$ cat config.mk
export PLATFORM = sky130hd
export DESIGN_NAME = utf8_char_replace
export DESIGN_NICKNAME = d
export VERILOG_FILES = /design/src/rtl/utf8cr_pkg.sv /design/src/rtl/utf8cr_scan.sv /design/src/rtl/utf8cr_emit.sv /design/src/rtl/utf8_char_replace.sv
export VERILOG_INCLUDE_DIRS = /design/src /design/src/rtl
export SDC_FILE = /design/constraint.sdc
export NUM_CORES = 1
export LEC_CHECK = 0
export BUFFER_PORTS_ARGS = -buffer_cell sky130_fd_sc_hd__buf_2
export CAP_MARGIN = 20
export CORE_MARGIN = 3
export CORE_UTILIZATION = 60
export CTS_BUF_LIST = sky130_fd_sc_hd__clkbuf_8 sky130_fd_sc_hd__clkbuf_16
export CTS_CLUSTER_DIAMETER = 50
export DETAILED_ROUTE_END_ITERATION = 6
export GPL_TIMING_DRIVEN = 0
export PLACE_DENSITY = 0.76
export SYNTH_ARGS = -nofsm -noshare
export SYNTH_HDL_FRONTEND = slang
export SYNTH_HIERARCHICAL = 1
export SYNTH_SLANG_ARGS = --single-unit
$ cat constraint.sdc
create_clock -name clk -period 4.2 [get_ports clk]
set_clock_uncertainty 0.05 [all_clocks]
set_input_delay 0.84 -clock clk [delete_from_list [all_inputs] [get_ports clk]]
set_output_delay 0.84 -clock clk [all_outputs]
set_load 0.02 [all_outputs]
$ cat src/rtl/assert_macros.svh
`ifndef ASSERT_MACROS_SVH
`define ASSERT_MACROS_SVH

// same-cycle implication on clk, off while rst_n is low
`define ASSERT_IMPL(lbl, cond, expr, msg) \
    lbl: assert property (@(posedge clk) disable iff (!rst_n) (cond) |-> (expr)) \
        else $error(msg);

// next-cycle implication on clk, off while rst_n is low
`define ASSERT_NEXT(lbl, cond, expr, msg) \
    lbl: assert property (@(posedge clk) disable iff (!rst_n) (cond) |=> (expr)) \
        else $error(msg);

`endif

$ cat src/rtl/utf8cr_pkg.sv
package utf8cr_pkg;

    localparam int INDEX_WIDTH_DEFAULT = 16;

    localparam int TARGET_WIDTH = 16;
    localparam int CP_WIDTH     = 21;

    // configuration register indexes
    localparam logic CFG_TARGET_INDEX = 1'b0;
    localparam logic CFG_REPLACEMENT  = 1'b1;

    // code point range limits per encoded length
    localparam logic [CP_WIDTH-1:0] CP_MAX_1 = 21'h00007F;
    localparam logic [CP_WIDTH-1:0] CP_MAX_2 = 21'h0007FF;
    localparam logic [CP_WIDTH-1:0] CP_MAX_3 = 21'h00FFFF;
    localparam logic [CP_WIDTH-1:0] CP_MAX_4 = 21'h10FFFF;

    typedef enum logic [1:0] {
        PH_SCAN = 2'd0,
        PH_DROP = 2'd1,
        PH_PASS = 2'd2
    } phase_t;

    typedef enum logic [1:0] {
        OUT_REPLACED  = 2'd0,
        OUT_BAD_LEAD  = 2'd1,
        OUT_BAD_CP    = 2'd2,
        OUT_NOT_FOUND = 2'd3
    } outcome_t;

    typedef struct packed {
        logic [3:0][7:0] bytes;
        logic [2:0]      len;
    } enc_t;

    // group of result bytes caused by one input byte
    typedef struct packed {
        logic [3:0][7:0] bytes;
        logic [1:0]      last_idx;
        logic            byte_valid;
        logic            string_last;
        outcome_t        outcome;
    } burst_t;

    // character length from the lead byte, 0 for a bad lead byte
    function automatic logic [2:0] lead_length(input logic [7:0] b);
        logic [2:0] len;
        len = 3'd0;
        if (b >= 8'h01 && b <= 8'h7f)
            len = 3'd1;
        else if (b >= 8'hc2 && b <= 8'hdf)
            len = 3'd2;
        else if (b >= 8'he0 && b <= 8'hef)
            len = 3'd3;
        else if (b >= 8'hf0 && b <= 8'hf4)
            len = 3'd4;
        return len;
    endfunction

    // utf-8 encoding of a code point, length 0 when out of range
    function automatic enc_t encode_cp(input logic [CP_WIDTH-1:0] cp);
        enc_t e;
        e.bytes = '0;
        e.len   = 3'd0;
        if (cp <= CP_MAX_1) begin
            e.bytes[0] = {1'b0, cp[6:0]};
            e.len      = 3'd1;
        end
        else if (cp <= CP_MAX_2) begin
            e.bytes[0] = {3'b110, cp[10:6]};
            e.bytes[1] = {2'b10, cp[5:0]};
            e.len      = 3'd2;
        end
        else if (cp <= CP_MAX_3) begin
            e.bytes[0] = {4'b1110, cp[15:12]};
            e.bytes[1] = {2'b10, cp[11:6]};
            e.bytes[2] = {2'b10, cp[5:0]};
            e.len      = 3'd3;
        end
        else if (cp <= CP_MAX_4) begin
            e.bytes[0] = {5'b11110, cp[20:18]};
            e.bytes[1] = {2'b10, cp[17:12]};
            e.bytes[2] = {2'b10, cp[11:6]};
            e.bytes[3] = {2'b10, cp[5:0]};
            e.len      = 3'd4;
        end
        return e;
    endfunction

endpackage

$ cat src/rtl/utf8cr_scan.sv
`include "assert_macros.svh"

module utf8cr_scan #(
    parameter int INDEX_WIDTH = utf8cr_pkg::INDEX_WIDTH_DEFAULT
) (
    input  logic                                   clk,
    input  logic                                   rst_n,
    // byte stream in
    input  logic                                   s_tvalid,
    output logic                                   s_tready,
    input  logic [7:0]                             s_tdata,
    input  logic                                   s_tlast,
    // configuration writes
    input  logic                                   cfg_valid,
    output logic                                   cfg_ready,
    input  logic                                   cfg_index,
    input  logic [utf8cr_pkg::CP_WIDTH-1:0]        cfg_data,
    // result groups toward the output stage
    output logic                                   burst_valid,
    input  logic                                   burst_ready,
    output utf8cr_pkg::burst_t                     burst
);
    import utf8cr_pkg::*;

    logic                     in_valid_reg;
    logic [7:0]               in_byte_reg;
    logic                     in_last_reg;

    logic [TARGET_WIDTH-1:0]  target_reg;
    logic [CP_WIDTH-1:0]      repl_reg;

    logic [INDEX_WIDTH-1:0]   counter_reg, counter_next;
    logic [1:0]               skip_reg, skip_next;
    logic [1:0]               old_left_reg, old_left_next;
    phase_t                   phase_reg, phase_next;
    outcome_t                 outcome_reg, outcome_next;

    logic [INDEX_WIDTH-1:0]   target_cmp;
    enc_t                     enc;
    logic [2:0]               lead_len;
    logic [3:0][7:0]          out_bytes;
    logic [2:0]               n_bytes;
    logic                     push;
    logic                     consume;

    // configuration registers
    assign cfg_ready = 1'b1;

    always_ff @(posedge clk or negedge rst_n)
    begin
        if (!rst_n)
        begin
            target_reg <= '0;
            repl_reg   <= '0;
        end
        else if (cfg_valid)
        begin
            case (cfg_index)
                CFG_TARGET_INDEX: target_reg <= cfg_data[TARGET_WIDTH-1:0];
                CFG_REPLACEMENT:  repl_reg   <= cfg_data;
                default:          ;
            endcase
        end
    end

    // input register, refilled as soon as its byte is processed
    assign s_tready = !in_valid_reg || consume;

    always_ff @(posedge clk or negedge rst_n)
    begin
        if (!rst_n)
            in_valid_reg <= 1'b0;
        else if (s_tready)
            in_valid_reg <= s_tvalid;
    end

    always_ff @(posedge clk)
    begin
        if (s_tvalid && s_tready)
        begin
            in_byte_reg <= s_tdata;
            in_last_reg <= s_tlast;
        end
    end

    // character scan and replacement decision
    always_comb
    begin
        target_cmp    = INDEX_WIDTH'(target_reg);
        enc           = encode_cp(repl_reg);
        lead_len      = lead_length(in_byte_reg);
        out_bytes     = '0;
        n_bytes       = 3'd0;
        counter_next  = counter_reg;
        skip_next     = skip_reg;
        old_left_next = old_left_reg;
        phase_next    = phase_reg;
        outcome_next  = outcome_reg;
        case (phase_reg)
            PH_SCAN:
            begin
                if (skip_reg != 2'd0)
                begin
                    out_bytes[0] = in_byte_reg;
                    n_bytes      = 3'd1;
                    skip_next    = skip_reg - 2'd1;
                end
                else if (lead_len == 3'd0)
                begin
                    out_bytes[0] = in_byte_reg;
                    n_bytes      = 3'd1;
                    outcome_next = OUT_BAD_LEAD;
                    phase_next   = PH_PASS;
                end
                else if (counter_reg == target_cmp)
                begin
                    if (enc.len == 3'd0)
                    begin
                        out_bytes[0] = in_byte_reg;
                        n_bytes      = 3'd1;
                        outcome_next = OUT_BAD_CP;
                        phase_next   = PH_PASS;
                    end
                    else
                    begin
                        out_bytes     = enc.bytes;
                        n_bytes       = enc.len;
                        outcome_next  = OUT_REPLACED;
                        old_left_next = 2'(lead_len - 3'd1);
                        phase_next    = (lead_len == 3'd1) ? PH_PASS : PH_DROP;
                    end
                end
                else
                begin
                    out_bytes[0] = in_byte_reg;
                    n_bytes      = 3'd1;
                    skip_next    = 2'(lead_len - 3'd1);
                    counter_next = counter_reg + INDEX_WIDTH'(1);
                end
            end
            PH_DROP:
            begin
                old_left_next = old_left_reg - 2'd1;
                if (old_left_reg == 2'd1)
                    phase_next = PH_PASS;
            end
            default:
            begin
                out_bytes[0] = in_byte_reg;
                n_bytes      = 3'd1;
            end
        endcase
    end

    // result group: bytes, or an empty end marker for a dropped final byte
    always_comb
    begin
        burst.string_last = in_last_reg;
        burst.outcome     = outcome_next;
        if (n_bytes == 3'd0)
        begin
            burst.bytes      = '0;
            burst.last_idx   = 2'd0;
            burst.byte_valid = 1'b0;
        end
        else
        begin
            burst.bytes      = out_bytes;
            burst.last_idx   = 2'(n_bytes - 3'd1);
            burst.byte_valid = 1'b1;
        end
    end

    assign push        = in_valid_reg && (n_bytes != 3'd0 || in_last_reg);
    assign burst_valid = push;
    assign consume     = in_valid_reg && (burst_ready || !push);

    // string state, back to reset after the final byte
    always_ff @(posedge clk or negedge rst_n)
    begin
        if (!rst_n)
        begin
            counter_reg  <= '0;
            skip_reg     <= 2'd0;
            old_left_reg <= 2'd0;
            phase_reg    <= PH_SCAN;
            outcome_reg  <= OUT_NOT_FOUND;
        end
        else if (consume)
        begin
            if (in_last_reg)
            begin
                counter_reg  <= '0;
                skip_reg     <= 2'd0;
                old_left_reg <= 2'd0;
                phase_reg    <= PH_SCAN;
                outcome_reg  <= OUT_NOT_FOUND;
            end
            else
            begin
                counter_reg  <= counter_next;
                skip_reg     <= skip_next;
                old_left_reg <= old_left_next;
                phase_reg    <= phase_next;
                outcome_reg  <= outcome_next;
            end
        end
    end

    `ASSERT_IMPL(a_drop_has_bytes, phase_reg == PH_DROP, old_left_reg != 2'd0, "drop with nothing left")
    `ASSERT_IMPL(a_skip_only_scan, skip_reg != 2'd0, phase_reg == PH_SCAN, "skip count outside scan")
    `ASSERT_IMPL(a_outcome_set, phase_reg != PH_SCAN, outcome_reg != OUT_NOT_FOUND, "scan left without outcome")

endmodule

$ cat src/rtl/utf8cr_emit.sv
`include "assert_macros.svh"

module utf8cr_emit (
    input  logic               clk,
    input  logic               rst_n,
    // result groups from the scan stage
    input  logic               burst_valid,
    output logic               burst_ready,
    input  utf8cr_pkg::burst_t burst,
    // result stream out
    output logic               m_tvalid,
    input  logic               m_tready,
    output logic [7:0]         m_tdata,
    output logic               m_tlast,
    output logic [3:0]         m_tuser
);
    import utf8cr_pkg::*;

    logic       busy_reg;
    burst_t     burst_reg;
    logic [1:0] idx_reg;
    logic       run_last;
    logic       done;

    assign run_last    = idx_reg == burst_reg.last_idx;
    assign done        = busy_reg && m_tready && run_last;
    assign burst_ready = !busy_reg || done;

    // group holding register and byte pointer
    always_ff @(posedge clk or negedge rst_n)
    begin
        if (!rst_n)
        begin
            busy_reg <= 1'b0;
            idx_reg  <= 2'd0;
        end
        else if (burst_ready)
        begin
            busy_reg <= burst_valid;
            idx_reg  <= 2'd0;
        end
        else if (m_tready)
            idx_reg <= idx_reg + 2'd1;
    end

    always_ff @(posedge clk)
    begin
        if (burst_valid && burst_ready)
            burst_reg <= burst;
    end

    // one result request per byte of the group
    assign m_tvalid   = busy_reg;
    assign m_tdata    = burst_reg.byte_valid ? burst_reg.bytes[idx_reg] : 8'd0;
    assign m_tlast    = run_last && burst_reg.string_last;
    assign m_tuser[0] = burst_reg.byte_valid;
    assign m_tuser[1] = run_last;
    assign m_tuser[3:2] = m_tlast ? burst_reg.outcome : OUT_REPLACED;

    `ASSERT_NEXT(a_hold_on_stall, busy_reg && !m_tready, busy_reg && $stable(idx_reg), "stalled group moved")
    `ASSERT_IMPL(a_idx_in_group, busy_reg, idx_reg <= burst_reg.last_idx, "pointer past group end")
    `ASSERT_IMPL(a_marker_shape, busy_reg && !burst_reg.byte_valid, burst_reg.last_idx == 2'd0 && burst_reg.string_last, "bad end marker")

endmodule

$ cat src/rtl/utf8_char_replace.sv
// UTF-8 character replacer: bytes of a string come in on s_*, one per request, and leave on
// m_* unchanged except for the character at position target_index (counted from zero), which
// is sent as the 1 to 4 byte encoding of replacement_code_point while its old continuation
// bytes are dropped. Character length is taken from the lead byte alone (01-7F, C2-DF, E0-EF,
// F0-F4); continuation bytes are not checked. The final result of each string carries the
// outcome: 0 replaced, 1 bad lead byte, 2 invalid code point, 3 index out of range; a dropped
// final byte yields an empty end marker (byte_valid low). Throughput is one byte per cycle
// while m_tready stays high. The output stage sends an n-byte replacement one byte per cycle,
// so the next passed byte waits until it is sent; old continuation bytes are dropped
// meanwhile and give no result. Data passes two registers (input register, result
// register). Write configuration only while no string is in flight.
module utf8_char_replace #(
    parameter int INDEX_WIDTH = utf8cr_pkg::INDEX_WIDTH_DEFAULT
) (
    input  logic                            clk,
    input  logic                            rst_n,
    input  logic                            s_tvalid,
    output logic                            s_tready,
    input  logic [7:0]                      s_tdata,   // [7:0] in_byte
    input  logic                            s_tlast,
    output logic                            m_tvalid,
    input  logic                            m_tready,
    output logic [7:0]                      m_tdata,   // [7:0] out_byte
    output logic                            m_tlast,
    output logic [3:0]                      m_tuser,   // [0] byte_valid, [1] run_last,
                                                       // [3:2] outcome
    input  logic                            cfg_valid,
    output logic                            cfg_ready,
    input  logic                            cfg_index,
    input  logic [utf8cr_pkg::CP_WIDTH-1:0] cfg_data
);
    import utf8cr_pkg::*;

    logic   burst_valid;
    logic   burst_ready;
    burst_t burst;

    // character scan and replacement
    utf8cr_scan #(
        .INDEX_WIDTH (INDEX_WIDTH)
    ) u_scan (
        .clk         (clk),
        .rst_n       (rst_n),
        .s_tvalid    (s_tvalid),
        .s_tready    (s_tready),
        .s_tdata     (s_tdata),
        .s_tlast     (s_tlast),
        .cfg_valid   (cfg_valid),
        .cfg_ready   (cfg_ready),
        .cfg_index   (cfg_index),
        .cfg_data    (cfg_data),
        .burst_valid (burst_valid),
        .burst_ready (burst_ready),
        .burst       (burst)
    );

    // byte-by-byte output
    utf8cr_emit u_emit (
        .clk         (clk),
        .rst_n       (rst_n),
        .burst_valid (burst_valid),
        .burst_ready (burst_ready),
        .burst       (burst),
        .m_tvalid    (m_tvalid),
        .m_tready    (m_tready),
        .m_tdata     (m_tdata),
        .m_tlast     (m_tlast),
        .m_tuser     (m_tuser)
    );

endmodule

==> results.ini <==
[run_status]
status=finished, final reports clean

[die]
ioPinCount=52
die_x_um=105.4
die-height_um=105.4
std_cell_rows=35
start_util_pct=63.02
core_um2=9415
design.die.area_um2=11120

[logic_synthesis]
yosys.cell_types.count=76
synth-async-reset-ratio_pct=58.04
netlist_instances=537
synth.avg_cell_area_um2=11.05
synth-main-ff-cell=dfrtp_1
ys_seq_elements=112
ys_seq_area_share_pct=51.24
yosysTopAreaCell=dfrtp_1
ys_top_cells_by_area=dfrtp_1 27%, edfxtp_1 24%, mux2_2 7.2%, nand2_1 2.8%, a21oi_1 2.4%
netlist_area_um2=5933
synth_top_area_share_pct=26.57
ys_warn_count=6
synth_edf_count=47

[pwr]
total_power_uw=3538
irDropWorstVdd_mv=0.2486
power_density_nw_per_um2=536.6
p_leak_uw=0.002671

[cts]
numCtsBuffers=9
clock_latency_ns=0.38
cts-root-buf=clkbuf_8
htree_levels=3
hold_buffers=0
cts_max_path_buffers=2
clk_pin_slew_ns=0.12
cts_sinks=112
cts_tree=built
postCtsSetupRepairBufs=0
cts_resized=0

[cells_and_area]
final_util_pct=70.02
layout_commonest_cell=dfrtp_1
seq_area_um2=3040
syn_to_final_growth_pct=11.11
largest_reg_flops=37
drive_above_1_share_pct=23.43
mostFrequentLayoutCells=63 x dfrtp_1, 51 x buf_2, 47 x edfxtp_1
antenna_cells=0
multi_input_area_um2=2701
n_fill_cell=716
nets=640

[hold_path]
hp-class=reg2reg
hold-path-cell-count=2

[sta]
finalHoldViolCount=0
tightest_slew_ns=1.035
setup_viol=0
rsz0062_at_grt=false
slew_violations=0
finalCriticalPeriod_ns=3.111
fmax_mhz=321.5
slew_headroom_pct=30.37
fin_setup_tns_ns=0
fin_crit_sh_pct=74.06

[critical_path]
cp.arrival_ns=2.22
worstSetupPathType=reg2out
reg2reg_depth=10
crit_path_max_fanout=9
cp.required_ns=3.31
cp-end-kind=output pin
start_kind=flip-flop

[place]
gp_congestion=0.9982
port_buffers=50
hpwl_mm=10.28

[grt]
grt_pass1_vias=4431
antenna_found_initial=0
grt_pass1_wl_mm=23.12
gr-total-overflow=0
gr-usage-all-layers_pct=26.09
grt_max_degree=66

[routing]
drcViolationCount=0
first_pass_iters=5
ant_nets=0
wire_per_inst_um=18.93
vias=4562
drt-vias-per-instance=6.207
totalWireLength_mm=13.91
first_iter_violations=460

[flow_run]
cap_viol_max_count=0

final timing paths:
path	start	slack [ns]	end
setup / recovery	u_scan/phase_reg[0]	1.09	s_tready
hold / removal	u_scan/outcome_reg[1]	0.46	u_scan/outcome_reg[1]
setup reg to reg	u_scan/in_byte_reg[1]	1.24	u_scan/counter_reg[8]
hold reg to reg	u_scan/outcome_reg[1]	0.46	u_scan/outcome_reg[1]
max in group asynchronous	rst_n	3.02	u_emit/idx_reg[0]
min in group asynchronous	rst_n	0.51	u_scan/repl_reg[16]
cells in the mapped netlist, drive strengths merged (8+ instances only):
master / instances
and2: 20
edfxtp: 47
mux4: 8
nand4: 9
mux2: 38
nand2: 45
a21oi: 29
nand3: 23
nor3: 11
clkbuf: 17
o21ai: 25
nor4: 11
nor2: 35
buf: 12
a22oi: 9
inv: 12
xor2: 16
dfrtp: 63
kinds of logic (layout without fill, tap and decap cells):
family	Yosys count	count (layout)	share of synthesized area, %
and+or+nand+nor	188	188	16.83
buffers and inverters	43	110	3.479
other	2	4	0.1266
DFF	112	112	51.24
muxes	48	48	10.78
AOI/OAI and AO/OA	123	123	14.13
xor gates and xnor gates	18	18	2.784
adders and majority gates	3	3	0.6327
power breakdown:
part	switching, uW	total (uW)	internal (uW)
registers	184	1600	1410
clock network	409	651	242
logic	773	1290	517
total	1370	3540	2170
critical path, stage by stage (launching register included):
cell and delay (ns):
dfrtp_1 0.44, inv_1 0.12, nor2_1 0.31, clkinv_1 0.37
o21ai_0 0.31, nor2_1 0.10, inv_1 0.05, buf_2 0.15
layout make-up:
class                           instances  share of cell area [%]
Clock inverter                          7                   1.310
Timing Repair Buffer                   51                   4.137
Buffer                                 29                   2.334
Clock buffer                            9                   1.879
Multi-Input combinational cell        384                   40.98
Sequential cell                       112                   46.12
Tap cell                              129                   2.448
Inverter                               14                  0.7971
through the flow:
stage | instance area [um2] | hold slack [ns] | std cells | setup WS (ns)
finish | 6593 | 0.4604 | 735 | 1.089
global route | 6593 | 0.4996 | 735 | 0.9253
global placement | 6352 | 0.4271 | 718 | 0.3348
floorplan | 5941 | 0.4161 | 539 | 1.054
detailed placement | 6382 | 0.4472 | 719 | 1.196
CTS | 6593 | 0.4641 | 735 | 1.095
routing by layer:
metal	global-route usage, %	share of wire (%)	vias to the layer above
met4	7.123	1.5	0
li1	-	-	2131
met5	0	0	-
met2	41.44	48	180
met3	3.123	5.5	22
met1	38.27	45	2229
Note: power is estimated with default switching activity, not from simulation.
